File: src/rtl/tgc_pkg.sv
// Shared types and constants of the tap gesture classifier.
`default_nettype none

package tgc_pkg;

	typedef enum logic [2:0] {
		CMD_TICK    = 3'd0,
		CMD_PRESS   = 3'd1,
		CMD_MOVE    = 3'd2,
		CMD_RELEASE = 3'd3,
		CMD_DOUBLE  = 3'd4
	} cmd_t;

	typedef enum logic [1:0] {
		GEST_SINGLE = 2'd0,
		GEST_LONG   = 2'd1,
		GEST_DOUBLE = 2'd2
	} gesture_t;

	// Register indexes, taken from paddr[3:2].
	localparam logic [1:0] REG_LONG_PRESS   = 2'd0;
	localparam logic [1:0] REG_DOUBLE_CLICK = 2'd1;
	localparam logic [1:0] REG_DRAG_LIMIT   = 2'd2;

	localparam logic [15:0] LONG_PRESS_RESET   = 16'd500;
	localparam logic [15:0] DOUBLE_CLICK_RESET = 16'd400;
	localparam logic [15:0] DRAG_LIMIT_RESET   = 16'd10;

	typedef struct packed {
		logic [15:0] long_press_ticks;
		logic [15:0] double_click_ticks;
		logic [15:0] drag_limit;
	} cfg_t;

	typedef struct packed {
		logic [2:0]         command;
		logic               from_child;
		logic signed [15:0] pos_x;
		logic signed [15:0] pos_y;
	} item_t;

	typedef struct packed {
		gesture_t           gesture;
		logic signed [15:0] gesture_x;
		logic signed [15:0] gesture_y;
	} result_t;

endpackage

`default_nettype wire

File: src/rtl/tgc_apb_regs.sv
// Configuration registers of the tap gesture classifier behind an APB-style port.
`default_nettype none

module tgc_apb_regs
	import tgc_pkg::*;
(
	input  wire logic        clk,
	input  wire logic        arst_n,
	input  wire logic        psel,
	input  wire logic        penable,
	input  wire logic        pwrite,
	input  wire logic [3:0]  paddr,
	input  wire logic [31:0] pwdata,
	output logic      [31:0] prdata,
	output logic             pready,
	output cfg_t             cfg
);

	cfg_t cfg_q;
	logic wr_en;

	assign pready = 1'b1;
	assign wr_en  = psel & penable & pwrite;
	assign cfg    = cfg_q;

	always_ff @(posedge clk or negedge arst_n) begin
		if (!arst_n) begin
			cfg_q.long_press_ticks   <= LONG_PRESS_RESET;
			cfg_q.double_click_ticks <= DOUBLE_CLICK_RESET;
			cfg_q.drag_limit         <= DRAG_LIMIT_RESET;
		end else if (wr_en) begin
			unique case (paddr[3:2])
				REG_LONG_PRESS:   cfg_q.long_press_ticks   <= pwdata[15:0];
				REG_DOUBLE_CLICK: cfg_q.double_click_ticks <= pwdata[15:0];
				REG_DRAG_LIMIT:   cfg_q.drag_limit         <= pwdata[15:0];
				default: ;
			endcase
		end
	end

	always_comb begin
		unique case (paddr[3:2])
			REG_LONG_PRESS:   prdata = {16'd0, cfg_q.long_press_ticks};
			REG_DOUBLE_CLICK: prdata = {16'd0, cfg_q.double_click_ticks};
			REG_DRAG_LIMIT:   prdata = {16'd0, cfg_q.drag_limit};
			default:          prdata = 32'd0;
		endcase
	end

endmodule

`default_nettype wire

File: src/rtl/tgc_core.sv
// Gesture state and the combinational decision logic for one event.
`default_nettype none

module tgc_core
	import tgc_pkg::*;
(
	input  wire logic clk,
	input  wire logic arst_n,
	input  wire logic fire,
	input  item_t     item,
	input  cfg_t      cfg,
	output logic      has_result,
	output result_t   result
);

	logic [15:0]        long_press_left_q, long_press_left_d;
	logic [15:0]        click_wait_left_q, click_wait_left_d;
	logic               long_press_done_q, long_press_done_d;
	logic signed [15:0] press_x_q, press_x_d, press_y_q, press_y_d;
	logic signed [15:0] click_x_q, click_x_d, click_y_q, click_y_d;

	logic signed [16:0] dx, dy;
	logic [15:0]        ax, ay;
	logic [16:0]        manhattan;
	logic               lp_exp, cw_exp;
	logic [15:0]        lp_dec, cw_dec;
	logic [15:0]        lp_start, cw_start;

	// Manhattan distance from the stored press; each absolute value fits 16 bits.
	assign dx        = {item.pos_x[15], item.pos_x} - {press_x_q[15], press_x_q};
	assign dy        = {item.pos_y[15], item.pos_y} - {press_y_q[15], press_y_q};
	assign ax        = dx[16] ? 16'(-dx) : dx[15:0];
	assign ay        = dy[16] ? 16'(-dy) : dy[15:0];
	assign manhattan = {1'b0, ax} + {1'b0, ay};

	assign lp_exp   = (long_press_left_q == 16'd1);
	assign cw_exp   = (click_wait_left_q == 16'd1);
	assign lp_dec   = (long_press_left_q != 16'd0) ? long_press_left_q - 16'd1 : 16'd0;
	assign cw_dec   = (click_wait_left_q != 16'd0) ? click_wait_left_q - 16'd1 : 16'd0;
	assign lp_start = (cfg.long_press_ticks == 16'd0) ? 16'd1 : cfg.long_press_ticks;
	assign cw_start = (cfg.double_click_ticks == 16'd0) ? 16'd1 : cfg.double_click_ticks;

	always_comb begin
		long_press_left_d = long_press_left_q;
		click_wait_left_d = click_wait_left_q;
		long_press_done_d = long_press_done_q;
		press_x_d         = press_x_q;
		press_y_d         = press_y_q;
		click_x_d         = click_x_q;
		click_y_d         = click_y_q;
		has_result        = 1'b0;
		result.gesture    = GEST_SINGLE;
		result.gesture_x  = click_x_q;
		result.gesture_y  = click_y_q;

		unique case (cmd_t'(item.command))
			CMD_TICK: begin
				long_press_left_d = lp_dec;
				click_wait_left_d = cw_dec;
				// A long press expiring on the same tick wins over the click.
				if (lp_exp) begin
					long_press_done_d = 1'b1;
					click_wait_left_d = 16'd0;
					has_result        = 1'b1;
					result.gesture    = GEST_LONG;
					result.gesture_x  = press_x_q;
					result.gesture_y  = press_y_q;
				end else if (cw_exp) begin
					has_result = 1'b1;
				end
			end
			CMD_PRESS: begin
				press_x_d         = item.pos_x;
				press_y_d         = item.pos_y;
				long_press_done_d = 1'b0;
				long_press_left_d = lp_start;
			end
			CMD_DOUBLE: begin
				if (item.from_child) begin
					long_press_left_d = 16'd0;
					click_wait_left_d = 16'd0;
					has_result        = 1'b1;
					result.gesture    = GEST_DOUBLE;
					result.gesture_x  = item.pos_x;
					result.gesture_y  = item.pos_y;
				end
			end
			CMD_MOVE: begin
				if (!item.from_child && manhattan > {1'b0, cfg.drag_limit}) begin
					long_press_left_d = 16'd0;
				end
			end
			CMD_RELEASE: begin
				if (!item.from_child) begin
					long_press_left_d = 16'd0;
					long_press_done_d = 1'b0;
					if (!long_press_done_q && manhattan < {1'b0, cfg.drag_limit}) begin
						click_x_d         = item.pos_x;
						click_y_d         = item.pos_y;
						click_wait_left_d = cw_start;
					end
				end
			end
			default: ;
		endcase
	end

	always_ff @(posedge clk or negedge arst_n) begin
		if (!arst_n) begin
			long_press_left_q <= 16'd0;
			click_wait_left_q <= 16'd0;
			long_press_done_q <= 1'b0;
			press_x_q         <= 16'sd0;
			press_y_q         <= 16'sd0;
			click_x_q         <= 16'sd0;
			click_y_q         <= 16'sd0;
		end else if (fire) begin
			long_press_left_q <= long_press_left_d;
			click_wait_left_q <= click_wait_left_d;
			long_press_done_q <= long_press_done_d;
			press_x_q         <= press_x_d;
			press_y_q         <= press_y_d;
			click_x_q         <= click_x_d;
			click_y_q         <= click_y_d;
		end
	end

endmodule

`default_nettype wire

File: src/rtl/tap_gesture_classifier.sv
// Top level of the tap gesture classifier: input register, core, result register.
//
//   channel   direction  handshake                 contents
//   s_axis    in         tvalid/tready             pointer event or tick
//   m_axis    out        tvalid/tready             classified gesture
//   apb       in/out     psel/penable, pready = 1  three timing and distance registers
//
// One event per cycle is accepted unless the output stalls; its transfer loads the input
// register, and as it advances its gesture, if any, is loaded into the output register.
// The gesture state is updated in the cycle an event leaves the input register.
// A stalled output holds the input register; the event behind it waits there.
// Reset is asynchronous and clears all control state; no clearing pass.
`default_nettype none

module tap_gesture_classifier
	import tgc_pkg::*;
(
	input  wire logic        clk,
	input  wire logic        arst_n,
	input  wire logic        s_axis_tvalid,
	output logic             s_axis_tready,
	input  wire logic [31:0] s_axis_tdata,  // [15:0] pos_x, [31:16] pos_y
	input  wire logic [3:0]  s_axis_tuser,  // [2:0] command, [3] from_child
	output logic             m_axis_tvalid,
	input  wire logic        m_axis_tready,
	output logic      [31:0] m_axis_tdata,  // [15:0] gesture_x, [31:16] gesture_y
	output logic      [1:0]  m_axis_tuser,  // [1:0] gesture
	input  wire logic        psel,
	input  wire logic        penable,
	input  wire logic        pwrite,
	input  wire logic [3:0]  paddr,
	input  wire logic [31:0] pwdata,
	output logic      [31:0] prdata,
	output logic             pready
);

	cfg_t    cfg;
	item_t   item_s1;
	logic    valid_s1;
	logic    advance;
	logic    has_result;
	result_t result;
	result_t out_q;
	logic    out_valid_q;

	tgc_apb_regs u_regs (
		.clk     (clk),
		.arst_n  (arst_n),
		.psel    (psel),
		.penable (penable),
		.pwrite  (pwrite),
		.paddr   (paddr),
		.pwdata  (pwdata),
		.prdata  (prdata),
		.pready  (pready),
		.cfg     (cfg)
	);

	// The event in the input register moves on whenever the result register is free or being taken.
	assign advance       = valid_s1 & (~out_valid_q | m_axis_tready);
	assign s_axis_tready = ~valid_s1 | advance;

	always_ff @(posedge clk or negedge arst_n) begin
		if (!arst_n) begin
			valid_s1 <= 1'b0;
		end else if (s_axis_tready) begin
			valid_s1 <= s_axis_tvalid;
		end
	end

	always_ff @(posedge clk) begin
		if (s_axis_tvalid && s_axis_tready) begin
			item_s1.command    <= s_axis_tuser[2:0];
			item_s1.from_child <= s_axis_tuser[3];
			item_s1.pos_x      <= s_axis_tdata[15:0];
			item_s1.pos_y      <= s_axis_tdata[31:16];
		end
	end

	tgc_core u_core (
		.clk        (clk),
		.arst_n     (arst_n),
		.fire       (advance),
		.item       (item_s1),
		.cfg        (cfg),
		.has_result (has_result),
		.result     (result)
	);

	always_ff @(posedge clk or negedge arst_n) begin
		if (!arst_n) begin
			out_valid_q <= 1'b0;
		end else if (advance) begin
			out_valid_q <= has_result;
		end else if (m_axis_tready) begin
			out_valid_q <= 1'b0;
		end
	end

	always_ff @(posedge clk) begin
		if (advance && has_result) begin
			out_q <= result;
		end
	end

	assign m_axis_tvalid = out_valid_q;
	assign m_axis_tuser  = out_q.gesture;
	assign m_axis_tdata  = {out_q.gesture_y, out_q.gesture_x};

endmodule

`default_nettype wire

File: config.mk
export PLATFORM = sky130hd
export DESIGN_NAME = tap_gesture_classifier
export DESIGN_NICKNAME = d
export VERILOG_FILES = /design/src/rtl/tgc_pkg.sv /design/src/rtl/tgc_apb_regs.sv /design/src/rtl/tgc_core.sv /design/src/rtl/tap_gesture_classifier.sv
export SDC_FILE = /design/constraint.sdc
export NUM_CORES = 1
export LEC_CHECK = 0
export ABC_CLOCK_PERIOD_IN_PS = 9100
export BUFFER_PORTS_ARGS = -buffer_cell sky130_fd_sc_hd__buf_2
export CAP_MARGIN = 20
export CORE_MARGIN = 2
export CORE_UTILIZATION = 52
export DETAILED_ROUTE_END_ITERATION = 8
export HOLD_SLACK_MARGIN = 0.08
export PLACE_DENSITY = 0.8
export SLEW_MARGIN = 15
export SYNTH_ARGS = -nofsm -noshare
export SYNTH_HDL_FRONTEND = slang
export SYNTH_SLANG_ARGS = --single-unit
File: constraint.sdc
create_clock -name clk -period 9.1 [get_ports clk]
set_input_delay 0.91 -clock clk [delete_from_list [all_inputs] [get_ports clk]]
set_output_delay 0.91 -clock clk [all_outputs]
set_load 0.005 [all_outputs]
# Word level (Yosys, flattened, before mapping)
# Cells that the tools add are included.
# classes
add_sub_neg	7
multipliers	0
div	0
magnitude_cmp	2
eq_ne	13
shift	0
mux	27
bitwise_logic	8
n_reduce_logical	24
# op_table
op	n
16-bit 2-to-1 mux	12
16-bit one-hot mux with 3 select lines	2
16-bit one-hot mux with 5 select lines	1
34-bit one-hot mux with 2 select lines	1
34-bit 2-to-1 mux	1
16-bit by 16-bit subtractor with 17-bit output	2
33-bit 2-to-1 mux	1
16-bit by 1-bit == test with 1-bit output, second input constant	2
16-bit logical NOT	2
16-bit negator	2
16-bit nonzero test	2
16-bit by 1-bit subtractor with 16-bit output, second input constant	2
16-bit by 16-bit adder with 17-bit output	1
17-bit by 16-bit greater-than comparator with 1-bit output	1
17-bit by 16-bit < comparator with 1-bit output	1
5-bit AND reduction	2
2-bit AND reduction	4
4-bit AND reduction	2
1-bit 2-to-1 mux	7
3-bit by 2-bit == test with 1-bit output, second input constant	2
2-bit by 1-bit != test with 1-bit output, second input constant	3
3-bit nonzero test	2
5-bit nonzero test	1
1-bit logical AND	4
14 further kinds	21
# totals
ff_bits	217
latchBits	0
ram_bits	0
mem_bits_ro	0
in_bits	79
output_inout_bits	69
word_cells	100
memories	0

# Depth between registers and ports, before layout
# Gate-level depths: netlist of the first run.
# depth
ltp_word	9
depth_mapped	34
mapped_depth_nobuf	32

# By module
# A second synthesis of the first run with hierarchy kept.
# hier_totals
hier_cells	1338
hier_area_um2	13135.1
# modules_own_cells
mod	n_inst	cells_each	area_per_inst_um2	seq_area_each_um2
tgc_core	1	1080	8578.2	2427.3
tgc_apb_regs	1	178	2346.0	1214.9
tap_gesture_classifier	1	80	2210.9	2152.1

# Worst setup path after synthesis of the first run
# Ideal clock, no wire load.
# synth_timing
path_type	register to register
start	reg item_s1[2] (netlist bit)
end	reg u_core.click_x_q[1]
setup_ns	0.125
arrival_ns	6.013
t_required_ns	8.975
setup_slack_ns	2.962
stages_incl_launch_ff	30
path_buffers	2
period_less_slack_ns	6.138
cell_sequence	edfxtp_1 > ha_1 > nor2b_1 > o31a_1 > o21ai_2 > a21oi_1 > or4_1 > nand2_1 > a2bb2oi_2 > buf_2 > nor2_1 > a21o_1 > ha_1 > a21o_1 > a21oi_1 > o21ai_0 > nand3_1 > nand3_1 > o41ai_1 > o2111ai_1 > a21oi_1 > xnor2_1 > ha_1 > nand3_1 > nor2_1 > o31ai_1 > nand3_1 > nor4b_4 > buf_6 > mux2_2
# synth_via
elab_chain_cells	7
# synth_rtl
item	line	text
start, declared	tap_gesture_classifier.sv:38	item_t item_s1;
16-bit by 16-bit subtractor with 17-bit output (*)	tgc_core.sv:31	assign dy = {item.pos_y[15], item.pos_y} - {press_y_q[15], press_y_q};
16-bit negator	tgc_core.sv:33	assign ay = dy[16] ? 16'(-dy) : dy[15:0];
16-bit 2-to-1 mux (*)	tgc_core.sv:33	
16-bit by 16-bit adder with 17-bit output (*)	tgc_core.sv:34	assign manhattan = {1'b0, ax} + {1'b0, ay};
17-bit by 16-bit < comparator with 1-bit output (*)	tgc_core.sv:97	if (!long_press_done_q && manhattan < {1'b0, cfg.drag_limit}) begin
1-bit logical AND (*)	tgc_core.sv:97	
4-bit AND reduction (no source line) (*)	n/a	
end signal, assigned	tgc_core.sv:123	click_x_q <= click_x_d;
end, declared	tgc_core.sv:20	logic signed [15:0] click_x_q, click_x_d, click_y_q, click_y_d;
# Mark *: on every way between the ends. The rest lies on a longest branch, timed or not.
# A chain may end at the register's enable or synchronous reset.

# Worst setup path in the final report of the first run
# layout_timing
start	reg item_s1[0] (netlist bit)
end	reg u_core.click_y_q[15]
# layout_via
elab_chain_cells	7
# layout_rtl
item	line	text
16-bit by 16-bit subtractor with 17-bit output (*)	tgc_core.sv:31	
16-bit negator	tgc_core.sv:33	
16-bit 2-to-1 mux (*)	tgc_core.sv:33	
16-bit by 16-bit adder with 17-bit output (*)	tgc_core.sv:34	
17-bit by 16-bit < comparator with 1-bit output (*)	tgc_core.sv:97	
1-bit logical AND (*)	tgc_core.sv:97	
4-bit AND reduction (no source line) (*)	n/a	
end signal, assigned	tgc_core.sv:124	click_y_q <= click_y_d;
end, declared	tgc_core.sv:20	
# Marked as above.

==> results of run 1 <==
[power by group through the flow]
| stage | Clock [mW] | Combinational (mW) | Sequential [mW] |
|---|---|---|---|
| after detailed placement | 0 | 2.93 | 1.42 |
| after CTS | 0.914 | 2.96 | 1.41 |
| after floorplan | 0 | 2.36 | 1.37 |
| after global routing | 0.953 | 3.38 | 1.44 |
| after global placement | 0 | 2.81 | 1.41 |
| final | 0.896 | 2.97 | 1.41 |
[through the flow]
step | power, mW | util
3_3_place_gp | 4.217 | 0.5633
3_5_place_dp | 4.353 | 0.5638
5_1_grt | 5.772 | 0.5939
2_1_floorplan | 3.728 | -
6_report | 5.279 | 0.5939
4_1_cts | 5.280 | 0.5930
[cell type report]
class | instances | area (um^2) | share of cell area
multi-input cells | 945 | 6550 | 0.4535
clock buffers | 35 | 640.6 | 0.04436
well taps | 324 | 405.4 | 0.02807
flip-flops and latches | 217 | 5794 | 0.4012
inverters | 80 | 300.3 | 0.02079
repair buffers | 125 | 680.7 | 0.04713
clock inverters | 7 | 71.32 | 0.004938
[placed cells by master, fill, tap and decap left out, types with 19 or more instances in the layout]
cell / n
nand2_1: 141
dfrtp_1: 136
o21ai_0: 124
buf_2: 111
mux2_2: 92
inv_1: 80
ha_1: 71
edfxtp_1: 70
nor2_1: 69
a21oi_1: 65
a22oi_1: 47
xnor2_1: 42
nor3_1: 26
clkbuf_16: 23
nand3_1: 19
[worst max-delay path by stage]
| stage | from | to | slack [ns] | depth (start not counted) |
|---|---|---|---|---|
| 2_1_floorplan | item_s1[2]$_DFFE_PP_ | u_core.click_x_q[1]$_DFFE_PN0P_ | 2.96 | 29 |
| 5_1_grt | item_s1[0]$_DFFE_PP_ | u_core.click_y_q[14]$_DFFE_PN0P_ | 1.45 | 30 |
| 4_1_cts | item_s1[2]$_DFFE_PP_ | u_core.click_y_q[15]$_DFFE_PN0P_ | 1.96 | 28 |
| 6_report | item_s1[0]$_DFFE_PP_ | u_core.click_y_q[15]$_DFFE_PN0P_ | 1.92 | 30 |
| 3_5_place_dp | item_s1[0]$_DFFE_PP_ | u_core.click_y_q[0]$_DFFE_PN0P_ | 1.97 | 30 |
| 3_3_place_gp | item_s1[2]$_DFFE_PP_ | u_core.click_y_q[2]$_DFFE_PN0P_ | 2.12 | 28 |
[registers in the layout (all words and copies together) (netlist names)]
name,flops
valid_s1,1
m_axis_tuser,2
u_core.click_x_q,16
u_core.long_press_left_q,16
u_core.press_y_q,16
m_axis_tvalid,1
m_axis_tdata,32
u_core.press_x_q,16
u_core.click_y_q,16
item_s1,36
u_core.long_press_done_q,1
u_regs.cfg,48
u_core.click_wait_left_q,16
[layer usage]
layer	part of all wire	vias to the layer above	track usage
met5	0	-	0
met4	0.028	0	0.07305
met3	0.050	56	0.02902
met2	0.49	297	0.3875
met1	0.43	4890	0.2892
li1	-	4833	-
[cells by family (layout without fill, tap and decap cells)]
group	count (synthesis)	in the layout	share of synthesized area
adders and majority gates	74	74	0.07347
and+or+nand+nor	348	348	0.1271
buffers and inverters	144	247	0.04934
DFF	217	217	0.4489
other	2	17	0.0005818
AOI/OAI and AO/OA	336	336	0.1653
xor gates and xnor gates	58	58	0.03935
muxes	112	112	0.09605
==> metrics.md, run 1 <==
| Metric | Value |
|---|---|
| Wire per inst | 16.77 um |
| CP peak stage delay | 0.57 ns |
| Crit-path most repeated cell | nand3_1 |
| Commonest cells post-synth | nand2_1 (141), dfrtp_1 (136), o21ai_0 (124) |
| DRT Pass-1 Iters | 5 |
| Cell Pwr Density | 365.5 mW/mm^2 |
| Mapped Area | 0.01291 mm^2 |
| Area Overhead vs Synth | 11.88% |
| Flops & latches, synth | 217 |
| Cell area after layout | 0.01444 mm^2 |
| Worst setup EP type | register |
| Fraction of layout cells with a size suffix above 1 | 0.1973 |
| Core box area | 0.02432 mm^2 |
| Ant. Diodes | 0 |
| I/O pin count | 148 |
| DP Area | 0.01371 mm^2 |
| RSZ-0062 raised after global routing | no |
| CTS resizes | 0 |
| Area contributors post-synth | dfrtp_1 (26%), edfxtp_1 (16%), mux2_2 (8.0%), ha_1 (6.9%), o21ai_0 (4.8%) |
| Async SR Flop Fraction | 0.6774 |
| Static leakage | 6.401 nW |
| Clock buffer count from CTS | 23 |
| DR vias | 10080 |
| Clock Root Buffer | clkbuf_16 |
| 1st-iter DRT viols | 709 |
| Pre-CTS setup slack | 1.974 ns |
| Switching Share | 0.4183 |
| Worst Skew | 0.01296 ns |
| Syn_area_per_cell | 9.999 um^2 |
| Worst-Margin Slew | 0.9376 ns |
| Reg power frac | 0.267 |
| Final WS setup | 1.924 ns |
| DR vias/cell | 5.814 |
| Crit path kind | register to register |
| WP data arrival | 7.57 ns |
| PortBufs | 112 |
| Net count, final | 1545 |
| Initial antenna violation count | 0 |
| Buf/Inv on CP | 2 |
| Final period utilization | 0.7886 |
| Crit Path Max Fanout | 32 |
| Internal power | 3.071 mW |
| Largest net degree at the start of global routing | 76 |
| Post-DRT Antenna Nets | 0 |
| Congestion Overflow GR | 0 |
| Yosys top cell by area | dfrtp_1 |
| Crit path launch type | register |
| H-tree depth | 1 |
| Combinational Power Share | 0.563 |
| DR DRC count | 0 |
| Die height | 161.6 um |
| Longest Clk Path Bufs | 3 |
| Hold violation count in the final report | 0 |
| CP delay by family, top | compound AO/OA/AOI/OAI gates |
| Clock Latency Late Sink | 0.52 ns |
| Worst reg2reg startpoint | item_s1[0]$_DFFE_PP_ |
| Setup Fix Bufs, Post-CTS | 0 |
| Drt total wl | 29.06 mm |
| All-Layer GR Usage | 0.2229 |
| Net Sw Power | 2.208 mW |
| Most frequent cell after synthesis | nand2_1 |
| Minimum clock period | 7.176 ns |
| TritonCTS clock tree | yes |
| CTS Hold Buffers Added | 0 |
| Final TNS setup | 0 ns |
| Max cap viols | 0 |
| # rows | 57 |
| Initial Utilization | 0.5308 |
| RePlAce Congestion | 0.8576 |
| Sequential share of the synthesized area | 0.4489 |
| Cell count after synthesis | 1291 |
| Worst vdd ir | 0.0002531 V |
| Final number of max-transition violations | 0 |
| First-pass GRT wire length | 47.96 mm |
| Die area | 0.02610 mm^2 |
| Setup slack, reg-to-reg | 1.92 ns |
| Post-DP HPWL | 20.69 mm |
| Required @ worst endpoint | 9.50 ns |
| Final Setup Violations | 0 |
| Worst path slowest cell | o41ai_1 |
| Worst Reg-to-Reg Cells | 30 |
| Synth cell types | 72 |
| Final std cells w/o fill | 1733 |
| Post-synth EDFFs | 70 |
| Rel. slew slack | 0.3749 |
| Die width | 161.6 um |
| Main synth FF type | dfrtp_1 |
| Hold_ws | 0.3925 ns |
| Synth top area share | 0.2636 |
| Vias in the first global route | 9730 |
| Clock share of power | 0.170 |
| Max Clock Freq | 139.3 MHz |
| Placed Cells | 1690 |
| Hold Path Class | primary input to async pin |
| CTS Sinks | 217 |
| RR Endpoint | u_core.click_y_q[15]$_DFFE_PN0P_ |
| Outcome | finished, final reports clean |
| Synth Warn # | 0 |
| # fillers | 2003 |
| Reg clk slew, reported paths | 0.06 ns |
No activity file was read; power rests on OpenSTA's default activity.
==> run 2: changes to the inputs <==
ABC_CLOCK_PERIOD_IN_PS = 6800   (was 9100)
clock period = 6.8 ns   (was 9.1 ns; I/O delays follow)
==> run 2 against run 1 <==
- global-route usage is 0.20 points higher
- cell count rose by 0.52%
- combinational power increased by 40%
- non-clock buffer count grew 9
- total power grew 38%
- utilization is 0.77 points higher
- clock skew down 0.0027 ns
- setup slack got worse by 1.6 ns
- count of clock-buffer cells in the layout is 1 higher
- first-iteration DRC count grew 17%
- critical endpoint is now u_core.click_y_q[13]$_DFFE_PN0P_
- via count increased by 0.81%
- maximum frequency is 11% higher
==> metrics.md, run 2 (synthesis results as in run 1) <==
| Metric | Value |
|---|---|
| Post-DP HPWL | 20.83 mm |
| Worst-Margin Slew | 1.002 ns |
| Clock Latency Late Sink | 0.51 ns |
| Crit Path Max Fanout | 8 |
| Congestion Overflow GR | 0 |
| Die height | 161.6 um |
| CTS Sinks | 217 |
| Hold_ws | 0.1620 ns |
| DR vias | 10160 |
| Longest Clk Path Bufs | 3 |
| Worst reg2reg startpoint | item_s1[2]$_DFFE_PP_ |
| Buf/Inv on CP | 3 |
| RSZ-0062 raised after global routing | no |
| Max FFs per register | 48 |
| Commonest non-fill, non-tap cell in the layout | nand2_1 |
| GRT Max-Usage Layer | met2 |
| I/O pin count | 148 |
| Max cap viols | 0 |
| RePlAce Congestion | 0.8964 |
| Cell Pwr Density | 497.2 mW/mm^2 |
| Die width | 161.6 um |
| Wire per inst | 17.38 um |
| Final Util | 0.6015 |
| CTS Hold Buffers Added | 0 |
| Crit path kind | register to register |
| 1st-iter DRT viols | 831 |
| DR vias/cell | 5.831 |
| Initial Utilization | 0.5308 |
| All-Layer GR Usage | 0.2249 |
| Fraction of layout cells with a size suffix above 1 | 0.2123 |
| Worst vdd ir | 0.0003280 V |
| DRT Pass-1 Iters | 5 |
| CP peak stage delay | 0.45 ns |
| # fillers | 1969 |
| Final std cells w/o fill | 1742 |
| Drt total wl | 30.27 mm |
| Clock buffer count from CTS | 23 |
| Hold Path Class | primary input to async pin |
| Reg clk slew, reported paths | 0.06 ns |
| Setup slack, reg-to-reg | 0.33 ns |
| Final Setup Violations | 0 |
| CP delay by family, top | compound AO/OA/AOI/OAI gates |
| First-pass GRT wire length | 48.50 mm |
| # rows | 57 |
| Minimum clock period | 6.473 ns |
| Max Clock Freq | 154.5 MHz |
| Routing usage on met3 | 0.02979 |
| TritonCTS clock tree | yes |
| Post-DRT Antenna Nets | 0 |
| Clock Root Buffer | clkbuf_16 |
| DP Area | 0.01374 mm^2 |
| Worst Reg-to-Reg Cells | 30 |
| Die area | 0.02610 mm^2 |
| Required @ worst endpoint | 7.19 ns |
| Crit path launch type | register |
| RR Endpoint | u_core.click_y_q[13]$_DFFE_PN0P_ |
| Hold violation count in the final report | 0 |
| Worst Skew | 0.01027 ns |
| Placed Cells | 1693 |
| Most frequent cells in the layout | nand2_1 (140), dfrtp_1 (136), o21ai_0 (120) |
| Final number of max-transition violations | 0 |
| H-tree depth | 1 |
| Ant. Diodes | 0 |
| Vias in the first global route | 9884 |
| Outcome | finished, final reports clean |
| Met2 usage | 0.3914 |
| PortBufs | 112 |
| Rel. slew slack | 0.3318 |
| Initial antenna violation count | 0 |
| Area Overhead vs Synth | 13.33% |
| DR DRC count | 0 |
| Register area | 0.005794 mm^2 |
| Worst path slowest cell | or4_4 |
| Core box area | 0.02432 mm^2 |
| Met1 global-route usage | 0.2916 |
| Largest net degree at the start of global routing | 78 |
| Cell area after layout | 0.01463 mm^2 |
| WP data arrival | 6.86 ns |
| Final TNS setup | 0 ns |
| Net count, final | 1555 |
| Final period utilization | 0.9519 |
| Worst setup EP type | register |
| Static leakage | 6.462 nW |
| Area of the multi-input gates | 0.006641 mm^2 |
-- run 2: cell types whose count changed in the layout (fill, tap and decap cells not counted), moves of 2 or more --
| cell | delta |
|---|---|
| o21ai_1 | +4 |
| clkbuf_16 | +2 |
| a21oi_1 | -2 |
| a21oi_2 | +2 |
| o31ai_2 | +2 |
| buf_4 | +7 |
| o31ai_1 | -2 |
| fa_2 | +2 |
| nor2b_2 | +2 |
| fa_1 | -2 |
| nor2b_1 | -2 |
| o21ai_0 | -4 |
| inv_6 | -2 |
-- run 2: where the power goes --
| part | leakage, nW | internal, mW | switching (mW) |
|---|---|---|---|
| clock network | 0.350 | 0.709 | 0.503 |
| registers | 2.50 | 1.66 | 0.236 |
| logic | 3.61 | 1.85 | 2.32 |
| total | 6.46 | 4.22 | 3.06 |
-- run 2: timing repair --
| item | 4_1_cts | 5_1_grt |
|---|---|---|
| setup endpoints to repair | 0 | 64 |
| gates resized for setup | 0 | 25 |
| setup buffers | 0 | 5 |
-- run 2: stage by stage --
step	setup WS (ns)	power, mW
after floorplan	0.6620	4.989
after global placement	0.2638	5.685
after detailed placement	0.1313	5.860
after CTS	0.04337	7.108
after global routing	0.006518	7.909
final	0.3270	7.274
-- run 2: worst max-delay path by stage --
stage                          from                                       to  cells past startpoint
5_1_grt        item_s1[0]$_DFFE_PP_  u_core.long_press_left_q[6]$_DFFE_PN0P_                     32
4_1_cts        item_s1[0]$_DFFE_PP_         u_core.click_y_q[13]$_DFFE_PN0P_                     31
3_5_place_dp   item_s1[0]$_DFFE_PP_          u_core.click_y_q[1]$_DFFE_PN0P_                     31
6_report       item_s1[2]$_DFFE_PP_         u_core.click_y_q[13]$_DFFE_PN0P_                     30
2_1_floorplan  item_s1[2]$_DFFE_PP_          u_core.click_x_q[1]$_DFFE_PN0P_                     29
3_3_place_gp   item_s1[2]$_DFFE_PP_          u_core.click_y_q[2]$_DFFE_PN0P_                     29
-- run 2: cell type report --
class / count / share of cell area
clock inverters: 5 / 0.003592
repair buffers: 134 / 0.05260
multi-input cells: 946 / 0.4540
well taps: 324 / 0.02771
inverters: 80 / 0.02053
flip-flops and latches: 217 / 0.3961
clock buffers: 36 / 0.04550
-- run 2: metal layers --
| layer | wire [um] | share of wire | vias to the layer above |
|---|---|---|---|
| met4 | 989 | 0.033 | 0 |
| met3 | 1548 | 0.051 | 64 |
| met5 | 0 | 0 | - |
| met2 | 14820 | 0.49 | 333 |
| li1 | - | - | 4869 |
| met1 | 12910 | 0.43 | 4892 |
